## src/rtl/core/lzwf_ram.sv

```systemverilog
// Generic single-write, single-read synchronous RAM with registered read data.
`default_nettype none

module lzwf_ram #(
   parameter int WIDTH = 8,
   parameter int DEPTH = 256
) (
   input  wire logic                     clock,
   input  wire logic                     wr_en,
   input  wire logic [$clog2(DEPTH)-1:0] wr_addr,
   input  wire logic [WIDTH-1:0]         wr_data,
   input  wire logic                     rd_en,
   input  wire logic [$clog2(DEPTH)-1:0] rd_addr,
   output logic      [WIDTH-1:0]         rd_data
);

   logic [WIDTH-1:0] mem [DEPTH];
   logic [WIDTH-1:0] rd_data_ff;

   always_ff @(posedge clock) begin
      if (wr_en) begin
         mem[wr_addr] <= wr_data;
      end
      if (rd_en) begin
         rd_data_ff <= mem[rd_addr];
      end
   end

   assign rd_data = rd_data_ff;

endmodule

`default_nettype wire

```

## config.mk

```make
export PLATFORM = sky130hd
export DESIGN_NAME = lzwf_ram
export DESIGN_NICKNAME = d
export VERILOG_FILES = /design/src/rtl/core/lzwf_ram.sv
export SDC_FILE = /design/constraint.sdc
export NUM_CORES = 2
export LEC_CHECK = 0
export BUFFER_PORTS_ARGS = -buffer_cell sky130_fd_sc_hd__buf_2
export CAP_MARGIN = 20
export CORE_UTILIZATION = 40
export DETAILED_ROUTE_END_ITERATION = 12
export PLACE_DENSITY = 0.59
export SYNTH_ARGS = -nofsm -noshare
export SYNTH_HDL_FRONTEND = slang
export SYNTH_SLANG_ARGS = --single-unit
```

## constraint.sdc

```tcl
create_clock -name clock -period 3.6 [get_ports clock]
set_clock_uncertainty 0.15 [all_clocks]
set_input_delay 0.18 -clock clock [delete_from_list [all_inputs] [get_ports clock]]
set_output_delay 0.18 -clock clock [all_outputs]
set_load 0.05 [all_outputs]
```

# Word level (Yosys, flattened, before mapping)
# Memories as Yosys holds them, arrays and structs flattened. A register that Yosys moved wholly into a read port is not among the register bits.
# Index checks and enable logic that the tools add are counted.
totals:
  reg_bits: 0
  mem_bits_rw: 2048
  in_bits: 27
  out_inout_bits: 8
  wordCells: 3
  n_memories: 1
op_classes:
  muxes: 2
mem_list:
  columns: ["name", "depth", "word_bits", "rd", "rd_clocked_by_memory_dff", "write_ports", "line_no", "rtl"]
  rows:
  - ["mem", 256, 8, 1, 1, 1, "17", "logic [WIDTH-1:0] mem [DEPTH];"]
ops:
  columns: ["op", "n"]
  rows:
  - ["1-bit 2-to-1 mux", 2]

# Longest topological paths before layout
depth:
  depth_word: 2
  depth_mapped: 11
  depth_no_buf: 6

# Worst setup path before layout
# Ideal clock, no wire load.
synth_path:
  path_kind: "input-to-reg"
  start: "in rd_addr[0]"
  end: "reg rd_data_ff[2] (netlist: rd_data[2]), read port of mem, data pin"
  setup_time_ps: 269
  arrival_ps: 1987
  required_time_ps: 3181
  slack_ps: 1194
  path_stages: 9
  n_path_buf: 4
  path_cell_list: "buf_6 -> buf_12 -> buf_8 -> buf_2 -> mux4_2 -> a22oi_1 -> a21oi_1 -> nor4_1 -> nor4_2"
synth_rtl:
  columns: ["item", "line_no", "rtl"]
  rows:
  - ["start, declared", "13", "input wire logic [$clog2(DEPTH)-1:0] rd_addr,"]
  - ["end, declared", "18", "logic [WIDTH-1:0] rd_data_ff;"]

==> run summary <==
Final Worst Setup Slack = 0.385 ns
Inst Count DP = 6535
Combinational Power Share = 5.3%
# nets final = 4137
Total chip power = 49.2 mW
Fin. Hold Viols = 0
Die Ht = 448 um
Die area = 0.201 sq mm
GRT overflow = 0
Wirelength per Cell = 29.5 um
First-pass GRT wire length = 293000 um
Area of the multi-input gates = 0.0165 sq mm
CORE AREA = 0.198 sq mm
Max H-tree Level = 4
Fmax = 0.311 GHz
Commonest register cell after synthesis = edfxtp_1
Total number of vias = 39500
GRT Overall Usage = 20.4%
Fillcell total = 16400
Layout cells sized above 1 = 26.6%
Slew margin rel. = 26.2%
Register bit count reported by yosys = 2056
Seq/Total Area, Yosys = 77.5%
Top cell type's share of synthesized area = 77.5%
Tcrit/Tclk final = 89.3%
Period minus WS final = 3.21 ns
Iter 0 DRT Violations = 4615
CTS tree = yes
Crit path kind = reg -> reg
Worst path required time = 3.98 ns
Fin cells = 6913
Synth top cells by count = 2056 x edfxtp_1, 454 x mux4_2, 282 x nor2_1
Post-DP HPWL = 129000 um
Crit end category = register
Post-synth EDFFs = 2056
Syn Inst Count = 3733
Worst skew pair latency = 0.84 ns
Max-cap check violation count = 0
Syn avg cell area = 21.3 sq um
Io pins = 35
Total CTS buffers = 197
Worst Setup Start Kind = register
Synth warn = 0
Post-Route WL = 204000 um
Vias/cell = 5.72
Sequential Power Share = 53.7%
# Post-CTS Setup Buffers = 0
Worst min-delay path class = in -> reg
Setup TNS = 0 ns
Syn nets = 3760
Yosys cell types = 54
Post-synth ARST share = 0%
Placer Congestion = 0.843
Final setup fails = 0
Pleak = 28.6 nW
ANT nets after route = 0
Critical path arrival = 3.59 ns
Initial Utilization = 40.3%
Place WS = -0.182 ns
Worst vdd ir = 0.426 mV
Part of the power in the clock network = 41.0%
Cell with the most instances after synthesis = edfxtp_1
Reg area = 0.0617 sq mm
Pwr/cell area = 538 mW/mm^2
Net Switching = 10.6 mW
Final Core Density = 46.3%
Buffers on Ports = 34
Pins Over Slew Limit = 0
Status = completed
Critical Path Fanout Max = 1
Max clock buf depth = 3
Clock root cell = clkbuf_16
Vias in the first global route = 39500
Unrepaired setup endpoints after global routing = false
Largest net degree at the start of global routing = 124
Net Sw Frac = 21.5%
Reg clk slew, reported paths = 0.06 ns
Cell Int Power = 38.6 mW
Row count = 163
Worst Tran Pin Value = 1.10 ns
Area growth from synthesis to layout = 14.9%
Area leader, netlist = edfxtp_1
Drt pass-1 iters = 5
Initial antenna violation count = 11
CTS Sinks = 2056
Die width = 448 um
Post-Syn Area = 0.0796 sq mm
DRC violations left = 0
Synth area leaders = edfxtp_1 78%, mux4_2 13%, mux2i_1 1.7%, nor2_1 1.3%, a22oi_1 1.3%
final timing paths:
kind / from / to / slack, ns / cells after the start
worst max-delay path: mem[83][5] / rd_data[5] / 0.39 / 7
worst max register to register: mem[83][5] / rd_data[5] / 0.39 / 7
worst min-delay path: wr_addr[7] / mem[233][2] / 0.1 / 4
worst min register to register: mem[4][6] / rd_data[6] / 0.99 / 6
critical path, cell delays in order, from the launching register on:
cell      delay [ns]
edfxtp_1        0.37
mux4_2          0.47
a22o_1          0.25
a221oi_1        0.37
buf_4           0.22
o32ai_1         0.08
nor3_1          0.84
nor4_1          0.16
area by class of cell:
| type | count | share of cell area [%] |
|---|---|---|
| clock buffers | 244 | 5.60 |
| inverters | 2 | 0.00821 |
| well taps | 2640 | 3.61 |
| diodes | 1 | 0.00274 |
| multi-input cells | 1442 | 18.0 |
| flip-flops and latches | 2056 | 67.5 |
| repair buffers | 411 | 4.05 |
| clock inverters | 117 | 1.20 |
routing by layer:
metal	up-vias	routed length (um)	GRT usage (%)
met5	-	9	0
met4	2	3850	4.43
met3	252	15100	3.67
met2	1551	99100	32.8
met1	21300	86000	29.1
li1	16500	-	-
registers in the layout, summed over array words and instances (netlist names):
| register | cells |
|---|---|
| rd_data | 8 |
| mem | 2048 |
through the flow:
stage,hold slack (ns),instance area (sq um)
CTS,0.0319,91500
floorplan,0.129,79600
global route,0.103,91500
detailed placement,0.492,85100
finish,0.0962,91500
global placement,0.487,85100
kinds of logic after synthesis:
logic type	synth area share, %
muxes	14.6
AOI/OAI and AO/OA	3.42
and+or+nand+nor	2.63
DFF	77.5
buffers and inverters	1.83
cells in the final DEF, fill, tap and decap left out, types with 10 or more instances in the layout:
cell type / n
clkbuf_1: 46
nand3_1: 30
nor2b_1: 28
nand4_1: 10
o221ai_1: 46
a211oi_1: 16
clkinv_1: 51
a22oi_1: 133
o22ai_1: 28
buf_12: 45
clkbuf_16: 198
o21ai_0: 10
clkinv_2: 28
nor2_1: 279
buf_2: 25
bufinv_16: 16
nand2_1: 33
mux2i_1: 134
mux4_2: 454
buf_4: 315
a221oi_1: 13
nor3_1: 22
edfxtp_1: 2056
dlygate4sd3_1: 16
buf_8: 10
o211ai_1: 10
a21oi_1: 96
nor4_1: 24
power groups by stage:
stage | Clock (mW) | Sequential (mW) | Combinational (mW)
final | 20.2 | 26.4 | 2.60
after global routing | 21.4 | 26.4 | 2.73
after CTS | 20.5 | 26.4 | 2.62
after detailed placement | 0 | 26.9 | 2.61
after global placement | 0 | 26.9 | 2.58
after floorplan | 0 | 27.0 | 1.28
timing repair:
action                                  CTS  global route
gates resized for setup                   0             0
endpoints found under the hold margin  1565             0
hold buffers                             16             0
(Power assumes the default switching activity.)
