===== src/rtl/core/lzwf_pkg.sv =====
// Shared constants, types and the slot hash of the fixed-width LZW compressor.
`default_nettype none

package lzwf_pkg;

   localparam int CODE_BITS  = 16;
   localparam int HASH_SLOTS = 65536;
   localparam int HASH_BITS  = $clog2(HASH_SLOTS);
   localparam int EPOCH_BITS = 8;
   localparam int BYTE_BITS  = 8;
   localparam int FIRST_CODE = 256;

   // Packer holds fewer than one byte of old bits plus one whole code.
   localparam int PACK_W     = CODE_BITS + BYTE_BITS - 1;
   localparam int PACK_CNT_W = $clog2(PACK_W + 1);

   localparam int FOLD_N = (CODE_BITS + BYTE_BITS + HASH_BITS - 1) / HASH_BITS;
   localparam int FOLD_W = FOLD_N * HASH_BITS;

   typedef logic [CODE_BITS-1:0] code_type;
   typedef logic [HASH_BITS-1:0] slot_type;

   localparam logic [HASH_BITS:0] SLOT_COUNT = (HASH_BITS + 1)'(HASH_SLOTS);
   localparam slot_type           LAST_SLOT  = slot_type'(HASH_SLOTS - 1);

   typedef struct packed {
      logic [EPOCH_BITS-1:0] tag;
      code_type              pre;
      logic [BYTE_BITS-1:0]  ch;
      code_type              code;
   } entry_type;

   localparam int ENTRY_W = $bits(entry_type);

   typedef struct packed {
      logic     valid;
      logic     last;
      code_type code;
   } code_req_type;

   // Folds the (prefix, byte) key down to a slot index below HASH_SLOTS.
   function automatic slot_type slot_hash(input code_type pre, input logic [BYTE_BITS-1:0] ch);
      logic [FOLD_W-1:0]    key;
      logic [HASH_BITS-1:0] h;
      logic [HASH_BITS:0]   wide;
      key = FOLD_W'({pre, ch});
      h = slot_type'(ch) << (HASH_BITS - BYTE_BITS);
      for (int i = 0; i < FOLD_N; i++) begin
         h = h ^ key[i*HASH_BITS +: HASH_BITS];
      end
      wide = {1'b0, h};
      if (wide >= SLOT_COUNT) begin
         wide = wide - SLOT_COUNT;
      end
      return wide[HASH_BITS-1:0];
   endfunction

endpackage

`default_nettype wire


===== src/rtl/core/lzwf_packer.sv =====
// Bit packer: takes codes, emits bytes MSB first through a registered output, pads on flush.
`default_nettype none

module lzwf_packer (
   input  wire logic                    clock,
   input  wire logic                    reset,
   input  wire lzwf_pkg::code_req_type  code_req,
   output logic                         code_ready,
   output logic                         rsp_valid,
   input  wire logic                    rsp_stall,
   output logic [7:0]                   rsp_out_byte,
   output logic                         rsp_out_last
);

   import lzwf_pkg::*;

   localparam logic [PACK_CNT_W-1:0] CNT_BYTE  = PACK_CNT_W'(BYTE_BITS);
   localparam logic [PACK_CNT_W-1:0] CNT_CODE  = PACK_CNT_W'(CODE_BITS);
   localparam logic [PACK_CNT_W-1:0] CNT_ALIGN = PACK_CNT_W'(PACK_W - CODE_BITS);

   logic [PACK_W-1:0]     buf_ff, buf_in;
   logic [PACK_CNT_W-1:0] cnt_ff, cnt_in;
   logic                  flush_ff, flush_in;
   logic                  out_valid_ff, out_valid_in;
   logic [7:0]            out_byte_ff, out_byte_in;
   logic                  out_last_ff, out_last_in;

   logic out_free;
   logic emit;

   assign out_free   = !out_valid_ff || !rsp_stall;
   assign code_ready = (cnt_ff < CNT_BYTE) && !flush_ff;
   assign emit       = out_free && (flush_ff ? (cnt_ff != '0) : (cnt_ff >= CNT_BYTE));

   always_comb begin
      buf_in       = buf_ff;
      cnt_in       = cnt_ff;
      flush_in     = flush_ff;
      out_valid_in = out_valid_ff;
      out_byte_in  = out_byte_ff;
      out_last_in  = out_last_ff;

      if (emit) begin
         out_valid_in = 1'b1;
         out_byte_in  = buf_ff[PACK_W-1 -: 8];
         buf_in       = buf_ff << BYTE_BITS;
         cnt_in       = (cnt_ff > CNT_BYTE) ? cnt_ff - CNT_BYTE : '0;
         out_last_in  = flush_ff && (cnt_in == '0);
         if (flush_ff && cnt_in == '0) begin
            flush_in = 1'b0;
         end
      end else if (out_free) begin
         out_valid_in = 1'b0;
      end

      // Pending bits sit at the top; the new code lands right below them.
      if (code_req.valid && code_ready) begin
         buf_in   = buf_ff | (PACK_W'(code_req.code) << (CNT_ALIGN - cnt_ff));
         cnt_in   = cnt_ff + CNT_CODE;
         flush_in = code_req.last;
      end
   end

   always_ff @(posedge clock) begin
      if (reset) begin
         buf_ff       <= '0;
         cnt_ff       <= '0;
         flush_ff     <= 1'b0;
         out_valid_ff <= 1'b0;
      end else begin
         buf_ff       <= buf_in;
         cnt_ff       <= cnt_in;
         flush_ff     <= flush_in;
         out_valid_ff <= out_valid_in;
      end
   end

   always_ff @(posedge clock) begin
      out_byte_ff <= out_byte_in;
      out_last_ff <= out_last_in;
   end

   assign rsp_valid    = out_valid_ff;
   assign rsp_out_byte = out_byte_ff;
   assign rsp_out_last = out_last_ff;

endmodule

`default_nettype wire


===== config.mk =====
export PLATFORM = sky130hd
export DESIGN_NAME = lzwf_packer
export DESIGN_NICKNAME = d
export VERILOG_FILES = /design/src/rtl/core/lzwf_pkg.sv /design/src/rtl/core/lzwf_packer.sv
export SDC_FILE = /design/constraint.sdc
export NUM_CORES = 1
export LEC_CHECK = 0
export BUFFER_PORTS_ARGS = -buffer_cell sky130_fd_sc_hd__buf_2
export CORE_MARGIN = 3
export CORE_UTILIZATION = 55
export CTS_BUF_LIST = sky130_fd_sc_hd__clkbuf_16
export DETAILED_ROUTE_END_ITERATION = 7
export PLACE_DENSITY = 0.75
export RECOVER_POWER = 100
export SYNTH_ARGS = -nofsm -noshare
export SYNTH_HDL_FRONTEND = slang
export SYNTH_SLANG_ARGS = --single-unit

===== constraint.sdc =====
create_clock -name clock -period 2.46 [get_ports clock]
set_input_delay 0 -clock clock [delete_from_list [all_inputs] [get_ports clock]]
set_output_delay 0 -clock clock [all_outputs]
set_load 0.05 [all_outputs]

# Word level (Yosys, flattened, before mapping)
# Index checks and enable logic that the tools add are counted.
[totals] ff_bits=39 latch_bits=0 ram_bits=0 romBits=0 in_bits=21 mem_count=0
[op_classes] add_sub_neg=3 mul=0 n_div=0 order_cmp=3 eq_ne=0 shifts=1 mux=11 bitwise_logic=1 reduce_logical=14
[ops] operator="$mux W23" n=2
[ops] operator="$or A23 B23 Y23" n=1
[ops] operator="$shl A16 B5 Y23" n=1
[ops] operator="$mux W5" n=3
[ops] operator="$mux W1" n=6
[ops] operator="$reduce_bool A2 Y1" n=3
[ops] operator="$add A5 B5 Y5 const B" n=1
[ops] operator="$ge A5 B4 Y1 const B" n=1
[ops] operator="$gt A5 B4 Y1 const B" n=1
[ops] operator="$logic_not A5 Y1" n=1
[ops] operator="$lt A5 B4 Y1 const B" n=1
[ops] operator="$reduce_bool A5 Y1" n=1
[ops] operator="$sub A3 B5 Y5 const A" n=1
[ops] operator="$sub A5 B4 Y5 const B" n=1
[ops] operator="$logic_and A1 B1 Y1" n=4
[ops] operator="$logic_not A1 Y1" n=3
[ops] operator="$reduce_and A2 Y1" n=1
[ops] operator="$logic_or A1 B1 Y1" n=1

# Depth between registers and ports, before layout
[logic_depth] depth_word=7 depth_mapped=12

# Least setup slack after synthesis
# OpenSTA, ideal clock, no wires.
[synth_path] kind="reg-to-reg" start="register cnt_ff[3]" end="register buf_ff[22]" setup_ps=135 arrival_ps=2462 required_time_ps=2325 setup_slack_ps=-137 stages_incl_launch_ff=12 n_path_buf=3 period_less_slack_ps=2597 cell_sequence="dfxtp_1 buf_2 inv_1 clkbuf_1 ha_1 nand2b_2 inv_1 and2_1 clkbuf_2 o221ai_2 a221oi_1 a211oi_1"
[synth_via] elab_chain_cells=4
[synth_lines] item="start: declaration" line_no="lzwf_packer.sv:22" text="logic [PACK_CNT_W-1:0] cnt_ff, cnt_in;"
[synth_lines] item="start signal: assignment" line_no="lzwf_packer.sv:72" text="cnt_ff <= cnt_in;"
[synth_lines] item="$lt A5 B4 Y1 (*)" line_no="lzwf_packer.sv:32" text="assign code_ready = (cnt_ff < CNT_BYTE) && !flush_ff;"
[synth_lines] item="$logic_and A1 B1 Y1 (*)" line_no="lzwf_packer.sv:32"
[synth_lines] item="via code_ready" line_no="lzwf_packer.sv:8" text="output logic code_ready,"
[synth_lines] item="$logic_and A1 B1 Y1 (*)" line_no="lzwf_packer.sv:57" text="if (code_req.valid && code_ready) begin"
[synth_lines] item="$mux W23 / $reduce_bool A2 Y1 (equally long branches)"
[synth_lines] item="end signal: assignment" line_no="lzwf_packer.sv:71" text="buf_ff <= buf_in;"
[synth_lines] item="end: declaration" line_no="lzwf_packer.sv:21" text="logic [PACK_W-1:0] buf_ff, buf_in;"
# Mark *: on every way through the listed nets, which the timed path passes. The rest lies on a longest branch.
# A chain may end at the register's enable or synchronous reset.

# Final worst setup path
[layout_path] start="register cnt_ff[4]" end="register buf_ff[22]"
[layout_via] elab_chain_cells=4
[layout_lines] item="$sub A3 B5 Y5, or another cell as far along" line_no="lzwf_packer.sv:58" text="buf_in = buf_ff | (PACK_W'(code_req.code) << (CNT_ALIGN - cnt_ff));"
[layout_lines] item="$shl A16 B5 Y23, or another cell as far along" line_no="lzwf_packer.sv:58"
[layout_lines] item="$or A23 B23 Y23, or another cell as far along" line_no="lzwf_packer.sv:58"
[layout_lines] item="$mux W23 / $reduce_bool A2 Y1 (equally long branches)"
# Parallel ways exist; a longest one is shown, timed or not.

==> results.py <==
metrics = {
    "timing": {
        "final.min_clock_period_ns": 2.22,
        "relSlewSlack_pct": 51.7,
        "worst_pin_slew_ns": 0.707,
        "clock.fmax_ghz": 0.449,
        "hold_viol_final": 0,
        "fin_tns_setup_ns": 0,
        "setup_violations": 0,
        "fin_worst_skew_ns": 0.00620,
        "slew_violations": 0,
        "period_share_pct": 90.4,
        "whs_ns": 0.131,
        "rsz0062_at_grt": "no",
    },
    "floorplanning": {
        "fp.dieW_um": 76.2,
        "std_cell_rows": 24,
        "die_y_um": 76.2,
        "num_io_pins": 32,
        "die-area_um2": 5800,
        "coreArea_um2": 4560,
        "start_util_pct": 59.3,
    },
    "clock_tree": {
        "cts_buffers": 5,
        "root_buffer": "clkbuf_16",
        "path_clk_slew_ns": 0.06,
        "clockBufferDepth": 2,
        "cts_htree_levels": 2,
        "clock_sinks": 39,
        "cts_tree": "yes",
        "ctsResizeCount": 0,
        "cts_setup_buffers": 0,
        "clkLatencyLatePin_ns": 0.28,
        "cts_hold_repair.buffers": 1,
    },
    "setup_path": {
        "cp_max_fo": 8,
        "path_class": "reg2reg",
        "cp_num_cells": 8,
        "r2r_slack_ns": 0.24,
        "r2r-start": "cnt_ff[4]$_SDFFE_PP0P_",
        "start_kind": "register",
        "critical-path-top-delay-family": "compound AO/OA/AOI/OAI gates",
        "crit-reg2reg-capture": "buf_ff[22]$_SDFFE_PP0P_",
        "crit_slowest_cell": "dfxtp_1",
        "endpoint_kind": "register",
        "required_ns": 2.65,
        "critPathArrivalTime_ns": 2.41,
        "startpoint": "cnt_ff[4]$_SDFFE_PP0P_",
        "crit_chain": "inv_1 -> ha_2 -> nand2b_1 -> clkinvlp_4 -> and2_1 -> o221ai_2 -> a221oi_1 -> a211oi_1",
        "critPathCapture": "buf_ff[22]$_SDFFE_PP0P_",
        "rr_worst_depth": 8,
        "cp.buffers_inverters": 2,
        "max_stage_delay_ns": 0.38,
    },
    "worst_hold_path": {
        "hp-class": "in2reg",
    },
    "power": {
        "power_density_nw_per_um2": 1180,
        "fin_total_pwr_mw": 3.57,
        "p_leak_nw": 1.06,
        "peakVddDrop_mv": 0.567,
    },
    "layout": {
        "synthToLayoutAreaGrowth_pct": 12.0,
        "final_common_cell": "nand2_1",
        "regArea_um2": 871,
        "diodes": 0,
        "final_util_pct": 66.4,
        "fillCellCount": 389,
        "final_area_um2": 3030,
        "nNetsFinal": 325,
        "multi_input_area_um2": 1650,
        "layout_common_cells": "31 x nand2_1, 30 x dfxtp_1, 28 x nor2_1",
        "drive_above_1_share_pct": 23.1,
    },
    "routing": {
        "viasPerCell": 6.39,
        "drt-pass1-iter-count": 5,
        "drcViolationCount": 0,
        "wl_um": 6610,
        "drt_iter0_drc": 293,
        "vias": 2350,
        "antenna_violating_nets_post_route": 0,
        "avgRoutedWirePerCell_um": 18.0,
    },
    "yosys": {
        "synth_cells": 278,
        "synth.top_cell.area_share_pct": 22.2,
        "ys_seq_area_share_pct": 32.1,
        "yosys_warnings": 0,
        "synth_area_um2": 2710,
        "async_flop_share_pct": 0,
        "yosys.area.top_type": "dfxtp_1",
        "syn_nets": 301,
        "synthFlopType": "dfxtp_1",
        "synth_edf_count": 9,
        "synth-seq-cells": 39,
        "syn_avg_cell_area_um2": 9.74,
        "ys_types": 60,
        "yosys-top-cells-area": "dfxtp_1 22%, mux4_2 12%, edfxtp_1 10%",
    },
    "grt": {
        "grt_usage_pct": 23.2,
        "antenna_found_initial": 0,
        "grt_pass1_wl_um": 10900,
        "grt_pass1_vias": 2060,
        "overflow": 0,
        "grt_max_degree": 42,
    },
    "run": {
        "drv_cap": 0,
    },
    "place": {
        "dp_hpwl_um": 4840,
        "port_buffers": 31,
        "gp_congestion": 0.945,
        "placed_area_um2": 2900,
    },
    "outcome": {
        "status": "finished, final reports clean",
    },
}
==> Yosys cell counts, drive strengths merged, types with 2 or more instances <==
cell	n
nor3	7
a22oi	9
and4	2
o22ai	3
or3	2
dfxtp	30
and2	4
edfxtp	9
nand3b	3
buf	14
a311oi	2
nor2b	4
a221oi	2
a211oi	5
a31oi	12
nor2	29
mux2i	17
mux4	15
or2	2
ha	2
o221ai	2
nor4b	2
nand3	6
inv	7
nand2	32
o21ai	6
nand2b	4
clkbuf	8
mux2	11
a21oi	13
a32oi	2
==> stage by stage <==
step / cells / setup slack, ns
floorplan: 278 / 0.0241
global placement: 359 / 0.361
detailed placement: 359 / 0.296
CTS: 368 / 0.267
global route: 368 / 0.0605
finish: 368 / 0.235
==> sequential cells by signal, summed over array words and instances, names as in the netlist <==
| signal | count |
|---|---|
| rsp_valid | 1 |
| cnt_ff | 5 |
| buf_ff | 23 |
| flush_ff | 1 |
| rsp_out_byte | 8 |
| rsp_out_last | 1 |
==> kinds of logic (layout without fill, tap and decap cells) <==
logic type | Yosys count | count (layout) | synth area share, %
and+or+nand+nor | 100 | 100 | 19.7
DFF | 39 | 39 | 32.1
adders and majority gates | 2 | 2 | 0.924
buffers and inverters | 29 | 54 | 6.14
muxes | 43 | 43 | 23.5
AOI/OAI and AO/OA | 65 | 65 | 17.6
==> tightest hold or removal path, stage by stage <==
cell	delay [ns]
buf_2	0.09
nand2_1	0.17
a21oi_1	0.09
==> how the worst min path moves through the flow <==
stage                       startpoint                endpoint  slack [ns]  depth (start not counted)
after floorplan           code_req[16]   flush_ff$_SDFFE_PP0P_        0.14                          2
after global placement    code_req[16]   flush_ff$_SDFFE_PP0P_        0.27                          3
after detailed placement  code_req[16]   flush_ff$_SDFFE_PP0P_        0.26                          3
after CTS                    rsp_stall  rsp_valid$_SDFFE_PP0P_        0.15                          3
after global routing         rsp_stall  rsp_valid$_SDFFE_PP0P_        0.15                          3
final                        rsp_stall  rsp_valid$_SDFFE_PP0P_        0.13                          3
==> metal layers <==
| layer | share of wire (%) | up-vias | global-route usage, % |
|---|---|---|---|
| li1 | - | 1105 | - |
| met1 | 46 | 1118 | 34.3 |
| met2 | 46 | 118 | 35.5 |
| met3 | 7.0 | 9 | 3.66 |
| met4 | 1.3 | 0 | 6.34 |
| met5 | 0 | - | 0 |
==> power breakdown <==
part | internal, mW | switching (mW) | total [mW]
Sequential | 0.914 | 0.111 | 1.03
Clock | 0.472 | 0.238 | 0.710
Combinational | 0.529 | 1.31 | 1.83
Total | 1.92 | 1.66 | 3.57
==> area by class of cell <==
type,count,area share (%)
clock inverter,3,1.28
multi-input combinational,210,54.5
clock buffer,5,4.13
timing repair buffer,39,7.59
inverter,7,1.07
tap,65,2.68
sequential,39,28.7
(Power assumes the default switching activity.)
