$ cat config.mk
export PLATFORM = sky130hd
export DESIGN_NAME = lzwf_dict_ctrl
export DESIGN_NICKNAME = d
export VERILOG_FILES = /design/src/rtl/core/lzwf_pkg.sv /design/src/rtl/core/lzwf_dict_ctrl.sv
export SDC_FILE = /design/constraint.sdc
export NUM_CORES = 1
export LEC_CHECK = 0
export ABC_AREA = 1
export BUFFER_PORTS_ARGS = -buffer_cell sky130_fd_sc_hd__buf_2
export CAP_MARGIN = 20
export CORE_UTILIZATION = 40
export DETAILED_ROUTE_END_ITERATION = 8
export HOLD_SLACK_MARGIN = 0.12
export PLACE_DENSITY_LB_ADDON = 0.12
export SLEW_MARGIN = 20
export SYNTH_ARGS = -nofsm -noshare
export SYNTH_HDL_FRONTEND = slang
export SYNTH_SLANG_ARGS = --single-unit
$ cat constraint.sdc
create_clock -name clock -period 4.3 [get_ports clock]
set_input_delay 0.86 -clock clock [delete_from_list [all_inputs] [get_ports clock]]
set_output_delay 0.86 -clock clock [all_outputs]
set_load 0.02 [all_outputs]
$ cat src/rtl/core/lzwf_pkg.sv
// Shared constants, types and the slot hash of the fixed-width LZW compressor.
`default_nettype none

package lzwf_pkg;

   localparam int CODE_BITS  = 16;
   localparam int HASH_SLOTS = 65536;
   localparam int HASH_BITS  = $clog2(HASH_SLOTS);
   localparam int EPOCH_BITS = 8;
   localparam int BYTE_BITS  = 8;
   localparam int FIRST_CODE = 256;

   // Packer holds fewer than one byte of old bits plus one whole code.
   localparam int PACK_W     = CODE_BITS + BYTE_BITS - 1;
   localparam int PACK_CNT_W = $clog2(PACK_W + 1);

   localparam int FOLD_N = (CODE_BITS + BYTE_BITS + HASH_BITS - 1) / HASH_BITS;
   localparam int FOLD_W = FOLD_N * HASH_BITS;

   typedef logic [CODE_BITS-1:0] code_type;
   typedef logic [HASH_BITS-1:0] slot_type;

   localparam logic [HASH_BITS:0] SLOT_COUNT = (HASH_BITS + 1)'(HASH_SLOTS);
   localparam slot_type           LAST_SLOT  = slot_type'(HASH_SLOTS - 1);

   typedef struct packed {
      logic [EPOCH_BITS-1:0] tag;
      code_type              pre;
      logic [BYTE_BITS-1:0]  ch;
      code_type              code;
   } entry_type;

   localparam int ENTRY_W = $bits(entry_type);

   typedef struct packed {
      logic     valid;
      logic     last;
      code_type code;
   } code_req_type;

   // Folds the (prefix, byte) key down to a slot index below HASH_SLOTS.
   function automatic slot_type slot_hash(input code_type pre, input logic [BYTE_BITS-1:0] ch);
      logic [FOLD_W-1:0]    key;
      logic [HASH_BITS-1:0] h;
      logic [HASH_BITS:0]   wide;
      key = FOLD_W'({pre, ch});
      h = slot_type'(ch) << (HASH_BITS - BYTE_BITS);
      for (int i = 0; i < FOLD_N; i++) begin
         h = h ^ key[i*HASH_BITS +: HASH_BITS];
      end
      wide = {1'b0, h};
      if (wide >= SLOT_COUNT) begin
         wide = wide - SLOT_COUNT;
      end
      return wide[HASH_BITS-1:0];
   endfunction

endpackage

`default_nettype wire

$ cat src/rtl/core/lzwf_dict_ctrl.sv
// Dictionary sequencer: hashed lookup with linear probing, insert and code hand-off.
`default_nettype none

module lzwf_dict_ctrl (
   input  wire logic                          clock,
   input  wire logic                          reset,
   input  wire logic                          req_valid,
   output logic                               req_stall,
   input  wire logic [7:0]                    req_in_byte,
   input  wire logic                          req_in_last,
   output logic                               rd_en,
   output lzwf_pkg::slot_type                 rd_addr,
   input  wire logic [lzwf_pkg::ENTRY_W-1:0]  rd_data,
   output logic                               wr_en,
   output lzwf_pkg::slot_type                 wr_addr,
   output logic      [lzwf_pkg::ENTRY_W-1:0]  wr_data,
   output lzwf_pkg::code_req_type             code_req,
   input  wire logic                          code_ready
);

   import lzwf_pkg::*;

   localparam logic [2:0] ST_CLEAR  = 3'd0;
   localparam logic [2:0] ST_IDLE   = 3'd1;
   localparam logic [2:0] ST_LOOKUP = 3'd2;
   localparam logic [2:0] ST_MISS   = 3'd3;
   localparam logic [2:0] ST_FINAL  = 3'd4;

   localparam logic [EPOCH_BITS-1:0] EPOCH_FIRST = EPOCH_BITS'(1);

   logic [2:0]            state_ff, state_in;
   code_type              prefix_ff, prefix_in;
   logic                  prefix_valid_ff, prefix_valid_in;
   logic [CODE_BITS:0]    next_free_ff, next_free_in;
   logic [EPOCH_BITS-1:0] epoch_ff, epoch_in;
   slot_type              probe_ff, probe_in;
   logic [HASH_BITS:0]    probe_cnt_ff, probe_cnt_in;
   logic                  free_found_ff, free_found_in;
   logic [BYTE_BITS-1:0]  ch_ff, ch_in;
   logic                  last_ff, last_in;

   entry_type rd_entry;
   entry_type wr_entry;
   slot_type  probe_next;

   assign rd_entry   = entry_type'(rd_data);
   assign probe_next = (probe_ff == LAST_SLOT) ? '0 : probe_ff + 1'b1;
   assign req_stall  = (state_ff != ST_IDLE);
   assign wr_data    = ENTRY_W'(wr_entry);

   always_comb begin
      state_in        = state_ff;
      prefix_in       = prefix_ff;
      prefix_valid_in = prefix_valid_ff;
      next_free_in    = next_free_ff;
      epoch_in        = epoch_ff;
      probe_in        = probe_ff;
      probe_cnt_in    = probe_cnt_ff;
      free_found_in   = free_found_ff;
      ch_in           = ch_ff;
      last_in         = last_ff;
      rd_en           = 1'b0;
      rd_addr         = probe_ff;
      wr_en           = 1'b0;
      wr_addr         = probe_ff;
      wr_entry        = '{tag: epoch_ff, pre: prefix_ff, ch: ch_ff,
                          code: next_free_ff[CODE_BITS-1:0]};
      code_req        = '{valid: 1'b0, last: 1'b0, code: prefix_ff};

      unique case (state_ff)
         ST_CLEAR: begin
            // Tag zero never matches a live epoch, so every slot reads as empty.
            wr_en    = 1'b1;
            wr_entry = '0;
            if (probe_ff == LAST_SLOT) begin
               probe_in = '0;
               epoch_in = EPOCH_FIRST;
               state_in = ST_IDLE;
            end else begin
               probe_in = probe_next;
            end
         end
         ST_IDLE: begin
            if (req_valid) begin
               ch_in   = req_in_byte;
               last_in = req_in_last;
               if (!prefix_valid_ff) begin
                  prefix_in       = code_type'(req_in_byte);
                  prefix_valid_in = 1'b1;
                  state_in        = req_in_last ? ST_FINAL : ST_IDLE;
               end else begin
                  rd_en        = 1'b1;
                  rd_addr      = slot_hash(prefix_ff, req_in_byte);
                  probe_in     = rd_addr;
                  probe_cnt_in = (HASH_BITS + 1)'(1);
                  state_in     = ST_LOOKUP;
               end
            end
         end
         ST_LOOKUP: begin
            if (rd_entry.tag != epoch_ff) begin
               free_found_in = 1'b1;
               state_in      = ST_MISS;
            end else if (rd_entry.pre == prefix_ff && rd_entry.ch == ch_ff) begin
               prefix_in = rd_entry.code;
               state_in  = last_ff ? ST_FINAL : ST_IDLE;
            end else if (probe_cnt_ff == SLOT_COUNT) begin
               free_found_in = 1'b0;
               state_in      = ST_MISS;
            end else begin
               rd_en        = 1'b1;
               rd_addr      = probe_next;
               probe_in     = probe_next;
               probe_cnt_in = probe_cnt_ff + 1'b1;
            end
         end
         ST_MISS: begin
            code_req.valid = 1'b1;
            if (code_ready) begin
               if (free_found_ff && !next_free_ff[CODE_BITS]) begin
                  wr_en        = 1'b1;
                  next_free_in = next_free_ff + 1'b1;
               end
               prefix_in = code_type'(ch_ff);
               state_in  = last_ff ? ST_FINAL : ST_IDLE;
            end
         end
         ST_FINAL: begin
            code_req.valid = 1'b1;
            code_req.last  = 1'b1;
            if (code_ready) begin
               prefix_in       = '0;
               prefix_valid_in = 1'b0;
               next_free_in    = (CODE_BITS + 1)'(FIRST_CODE);
               if (epoch_ff == '1) begin
                  probe_in = '0;
                  state_in = ST_CLEAR;
               end else begin
                  epoch_in = epoch_ff + 1'b1;
                  state_in = ST_IDLE;
               end
            end
         end
         default: begin
            state_in = ST_CLEAR;
            probe_in = '0;
         end
      endcase
   end

   always_ff @(posedge clock) begin
      if (reset) begin
         state_ff        <= ST_CLEAR;
         prefix_ff       <= '0;
         prefix_valid_ff <= 1'b0;
         next_free_ff    <= (CODE_BITS + 1)'(FIRST_CODE);
         epoch_ff        <= EPOCH_FIRST;
         probe_ff        <= '0;
      end else begin
         state_ff        <= state_in;
         prefix_ff       <= prefix_in;
         prefix_valid_ff <= prefix_valid_in;
         next_free_ff    <= next_free_in;
         epoch_ff        <= epoch_in;
         probe_ff        <= probe_in;
      end
   end

   always_ff @(posedge clock) begin
      probe_cnt_ff  <= probe_cnt_in;
      free_found_ff <= free_found_in;
      ch_ff         <= ch_in;
      last_ff       <= last_in;
   end

endmodule

`default_nettype wire

### Yosys cells after proc, flatten, opt, wreduce, memory -nomap -nowiden

Cells that the tools add are included.
W data, S select, Z words.

* flip-flop bits (word level): 88
* input port bits: 61
* output and inout bits: 101
* logic and storage cells: 124

* $add $sub $neg: 4
* equal/unequal tests: 26
* mux-type cells: 61
* bitwise logic cells: 3
* reductions and logical operators: 20

Operators by type and width (count)
* $mux W16: 15
* $mux W17: 8
* $pmux W16 S5: 1
* $pmux W17 S2: 2
* $pmux W16 S4: 1
* $mux W48: 1
* $add A17 B1 Y17 const B: 2
* $pmux W16 S2: 1
* $mux W3: 10
* $ne A2 B2 Y1 const B: 14
* $mux W8: 3
* $eq A17 B17 Y1 const B: 1
* $add A16 B1 Y16 const B: 1
* $eq A16 B16 Y1: 1
* $eq A16 B16 Y1 const B: 1
* $pmux W8 S2: 1
* $xor A16 B16 Y16: 1
* $xor A16 B8 Y16: 1
* $pmux W3 S5: 1
* $mux W1: 14
* $reduce_bool A2 Y1: 5
* $reduce_and A3 Y1: 3
* $add A8 B1 Y8 const B: 1
* $eq A8 B8 Y1: 1
* 19 further kinds: 24

### Logic depth before layout (Yosys ltp)

* depth after elaboration: 6
* depth in mapped cells: 14
* mapped depth without buffers: 13

### Least setup slack after synthesis

Ideal clock, no wire load.

* path kind: input-to-output
* start point: input port rd_data[41] (netlist name)
* end point: output port rd_addr[12]
* data arrival time: 2087 ps
* required time: 3440 ps
* slack: 1353 ps
* stages: 12
* buffers on the path: 1
* path through: inv_1 -> nand2_1 -> nand2_1 -> nand3_1 -> nor2_1 -> nand2_2 -> nor2_4 -> nand2_2 -> buf_2 -> nand2_1 -> nand3_1 -> o211ai_1

* word-level cells in the longest chain between the ends: 3

RTL lines
* start: declaration: RTL line lzwf_dict_ctrl.sv:13 `input wire logic [lzwf_pkg::ENTRY_W-1:0] rd_data,`
* $ne A8 B8 Y1: RTL line lzwf_dict_ctrl.sv:101 `if (rd_entry.tag != epoch_ff) begin`
* $mux W16: RTL line lzwf_dict_ctrl.sv:101
* $pmux W16 S2: RTL line lzwf_dict_ctrl.sv:70 `unique case (state_ff)`
* end: declaration: RTL line lzwf_dict_ctrl.sv:12 `output lzwf_pkg::slot_type rd_addr,`

No other way between the ends.

### Worst setup path in the final report

* start point: register probe_ff[0] (netlist: wr_addr[0])
* end point: output port rd_addr[8]

* word-level cells in the longest chain between the ends: 6
* elaborated cells between the ends (all ways): 7

RTL lines
* start: declaration: RTL line lzwf_dict_ctrl.sv:36 `slot_type probe_ff, probe_in;`
* start signal: assignment: RTL line lzwf_dict_ctrl.sv:165 `probe_ff <= probe_in;`
* $add A16 B1 Y16 or $eq A16 B16 Y1 (tied branches): RTL line lzwf_dict_ctrl.sv:47 `assign probe_next = (probe_ff == LAST_SLOT) ? '0 : probe_ff + 1'b1;`
* $mux W16 (*): RTL line lzwf_dict_ctrl.sv:47
* $mux W16 (*): RTL line lzwf_dict_ctrl.sv:107 `end else if (probe_cnt_ff == SLOT_COUNT) begin`
* $mux W16 (*): RTL line lzwf_dict_ctrl.sv:104 `end else if (rd_entry.pre == prefix_ff && rd_entry.ch == ch_ff) begin`
* $mux W16 (*): RTL line lzwf_dict_ctrl.sv:101
* $pmux W16 S2 (*): RTL line lzwf_dict_ctrl.sv:70

Every way passes the cells marked *; elsewhere a longest branch is shown, timed or not.

==> load_flow_metrics.sql <==
INSERT INTO impl_metrics (metric_group, metric, value, unit) VALUES
('cts', 'cts_post_setup_buffers_inserted', '0', ''),
('drt', 'drt_wl_cell', '14.9', 'µm'),
('synth', 'adder_and_majority_cell_fraction_of_the_synthesized_area', '0.991', '%'),
('layout', 'synthesis_to_layout_area_growth', '20.7', '%'),
('floorplan', 'placeableCoreArea', '15300', 'µm²'),
('layout', 'multi_input_comb_area', '3520', 'µm²'),
('critical_path', 'startpoint_class_of_the_critical_path', 'flop', ''),
('placement', 'dp_hpwl', '14.9', 'mm'),
('placement', 'portBuffers', '161', ''),
('floorplan', 'floorplan.io_pins', '162', ''),
('timing', 'relative_max_transition_margin', '38.0', '%'),
('cts', 'cts.sink_count', '88', ''),
('floorplan', 'die-area', '16300', 'µm²'),
('cts', 'tritoncts', 'yes', ''),
('layout', 'register_area', '2030', 'µm²'),
('drt', 'post_drt_via_cell_ratio', '5.05', ''),
('placement', 'place_ws', '0.915', 'ns'),
('timing', 'fin_ws', '0.733', 'ns'),
('synth', 'synth-xor-area-share', '4.44', '%'),
('cts', 'clkTransAtPathRegs', '0.07', 'ns'),
('layout', 'antenna_cells', '0', ''),
('drt', 'drc', '0', ''),
('timing', 'grt_setup_unrepaired', 'false', ''),
('global_route', 'number_of_global_route_vias_before_repair', '5961', ''),
('synth', 'syn_area', '6310', 'µm²'),
('synth', 'synth-seq-area-share', '32.2', '%'),
('critical_path', 'worst_setup_path_end_kind', 'output port', ''),
('synth', 'synth.ff_latch_count', '88', ''),
('timing', 'final-setup-viol-count', '0', ''),
('power_and_ir_drop', 'total_leakage_power', '3.82', 'nW'),
('power_and_ir_drop', 'power.density_cell_area', '282', 'nW/µm²'),
('synth', 'synthesis.yosys.warnings', '0', ''),
('min_path', 'hp-class', 'flop to flop', ''),
('cts', 'cts-htree-levels', '3', ''),
('cts', 'numCtsBuffers', '9', ''),
('drt', 'via_count', '6836', ''),
('global_route', 'grt_first_pass_wirelength', '31.4', 'mm'),
('timing', 'tns', '0', 'ns'),
('synth', 'syn_inst', '991', ''),
('cts', 'clockRootBuffer', 'clkbuf_16', ''),
('timing', 'fmaxAchievable', '280', 'MHz'),
('synth', 'combinational_family_with_the_most_area_after_synthesis', 'simple AND/OR/NAND/NOR gates', ''),
('drt', 'final_antenna_net_count', '0', ''),
('timing', 'final_hold_fails', '0', ''),
('drt', 'detailedRoute.firstPassIterationCount', '5', ''),
('layout', 'fin_nets', '1203', ''),
('power_and_ir_drop', 'max-vdd-ir-drop', '0.187', 'mV'),
('cts', 'cts-root-to-sink-buffers', '2', ''),
('timing', 'finalWorstPathRequiredPeriod', '3.57', 'ns'),
('global_route', 'grt_max_degree', '51', ''),
('drt', 'route.final.wire_length', '20.1', 'mm'),
('synth', 'synth_simple_gate_area_share', '36.5', '%'),
('layout', 'num-fill-cells', '1662', ''),
('placement', 'globalplace.congestion', '0.893', ''),
('synth', 'yosys-mux-area-fraction', '0', '%'),
('synth', 'yosys_top_cell_by_area', 'dfxtp_1', ''),
('cts', 'worstSkewPairLatency', '0.35', 'ns'),
('timing', 'fin_skew', '0.00758', 'ns'),
('critical_path', 'cp_max_fo', '6', ''),
('timing', 'layout_worst_path_cycle_share', '82.9', '%'),
('layout', 'post-route-util', '49.8', '%'),
('synth', 'synth_compound_gate_area_share', '13.8', '%'),
('floorplan', 'initial_utilization', '41.2', '%'),
('synth', 'synth.distinct_cells', '42', ''),
('synth', 'syn_nets', '1057', ''),
('synth', 'netlist.area_leader.share', '19.3', '%'),
('outcome', 'outcome', 'finished clean', ''),
('layout', 'layout-drive-gt1-share', '21.5', '%'),
('cts', 'holdBufCountCts', '0', ''),
('critical_path', 'worstPathArrival', '2.71', 'ns'),
('job', 'max-cap-violations', '0', ''),
('floorplan', 'chipHeight', '128', 'µm'),
('cts', 'cts-resized-gates', '0', ''),
('floorplan', 'floorplan.rows', '45', ''),
('timing', 'slew_violations', '0', ''),
('synth', 'synth.top_cells.by_area', 'dfxtp_1 (19%), nand2_1 (14%), edfxtp_1 (13%)', ''),
('global_route', 'gr-usage-all-layers', '24.8', '%'),
('critical_path', 'worstSetupPathType', 'flop to output port', ''),
('timing', 'tightest_slew', '0.930', 'ns'),
('drt', 'drtIter0Drc', '588', ''),
('floorplan', 'die-width', '128', 'µm'),
('global_route', 'antenna_violations_before_repair', '0', ''),
('synth', 'average_instance_area_after_synthesis', '6.37', 'µm²'),
('critical_path', 'worstPathRequired', '3.44', 'ns'),
('global_route', 'gr_ovfl_total', '0', '');
layout make-up:
type	count	area share (%)
clock inverters	3	0.246
repair buffers	167	11.2
multi-input cells	703	46.2
flip-flops and latches	88	26.7
well taps	211	3.46
inverters	168	8.27
clock buffers	13	3.99
per-layer routing:
layer,global-route usage (%),wire [µm],vias up
li1,-,-,3513
met1,34.0,9500,3071
met2,40.9,9160,236
met3,3.94,1260,16
met4,6.02,196,0
met5,0,0,-
per-stage QoR:
step,hold slack [ns],area [µm²],cells,total power (W)
finish,0.476,7620,1353,0.00215
floorplan,0.443,6310,991,0.00117
CTS,0.479,7620,1353,0.00217
global route,0.501,7620,1353,0.00224
global placement,0.460,7300,1337,0.00132
detailed placement,0.467,7300,1337,0.00132
sequential cells by signal, summed over array words and instances (netlist names):
signal,flops
free_found_ff,1
state_ff,3
wr_addr,16
prefix_ff,16
last_ff,1
prefix_valid_ff,1
next_free_ff,17
epoch_ff,8
ch_ff,8
probe_cnt_ff,17
cell usage in the layout, fill, tap and decap left out, drive strengths merged, types with 3 or more instances in the layout:
| master | Yosys | final |
|---|---|---|
| nor2 | 122 | 122 |
| clkinv | 2 | 5 |
| clkbuf | 12 | 13 |
| ha | 5 | 5 |
| inv | 166 | 166 |
| o211ai | 17 | 17 |
| a21oi | 64 | 64 |
| xor2 | 26 | 26 |
| dfxtp | 61 | 61 |
| a22oi | 9 | 9 |
| nand3 | 80 | 80 |
| nand2 | 241 | 241 |
| nor3b | 3 | 3 |
| buf | 20 | 167 |
| nand4 | 33 | 33 |
| o21ai | 49 | 49 |
| nor3 | 31 | 31 |
| xnor2 | 6 | 6 |
| edfxtp | 27 | 27 |
| a211oi | 4 | 4 |
path summary, 6_finish.rpt:
path	startpoint	to	slack [ns]	cells after the start
worst max-delay path	wr_addr[0]$_SDFFE_PP0P_	rd_addr[8]	0.73	11
worst min-delay path	next_free_ff[16]$_SDFFE_PP0P_	next_free_ff[16]$_SDFFE_PP0P_	0.48	2
worst max register to register	prefix_ff[14]$_SDFFE_PP0P_	prefix_ff[11]$_SDFFE_PP0P_	1.70	12
worst min register to register	next_free_ff[16]$_SDFFE_PP0P_	next_free_ff[16]$_SDFFE_PP0P_	0.48	2
cells in the mapped netlist, drive strengths merged:
| cell type | n |
|---|---|
| nand2 | 241 |
| inv | 166 |
| nor2 | 122 |
| nand3 | 80 |
| a21oi | 64 |
| dfxtp | 61 |
| o21ai | 49 |
| nand4 | 33 |
| nor3 | 31 |
| edfxtp | 27 |
| xor2 | 26 |
| buf | 20 |
| o211ai | 17 |
| clkbuf | 12 |
| a22oi | 9 |
| xnor2 | 6 |
| ha | 5 |
| a211oi | 4 |
| nor3b | 3 |
| a32oi | 2 |
| clkinv | 2 |
| nor4 | 2 |
| o21a | 2 |
| or2 | 2 |
| a31oi | 1 |
| and2 | 1 |
| o221a | 1 |
| o31ai | 1 |
| o41ai | 1 |
worst max-delay path, stage by stage, from the launching register on:
cell	delay, ns
dfxtp_1	0.49
ha_1	0.24
nand3_1	0.17
nor2_1	0.27
inv_1	0.13
nor2_1	0.14
inv_1	0.09
o21ai_0	0.32
nand3_1	0.12
nand3_1	0.11
o211ai_1	0.10
buf_2	0.19
cell families after synthesis:
group / count (synthesis)
AO/OA/AOI/OAI: 151
AND/OR/NAND/NOR: 515
buffers and inverters: 200
flip-flops: 88
adder cells (fa/ha/maj): 5
XOR/XNOR: 32
report_power, final:
part	leakage, nW	internal [W]	switching [W]
logic	2.96	0.000123	0.000254
clock network	0.161	0.000498	0.000356
registers	0.701	0.000879	0.0000400
total	3.82	0.00150	0.000650
No activity file was read; power rests on OpenSTA's default activity.
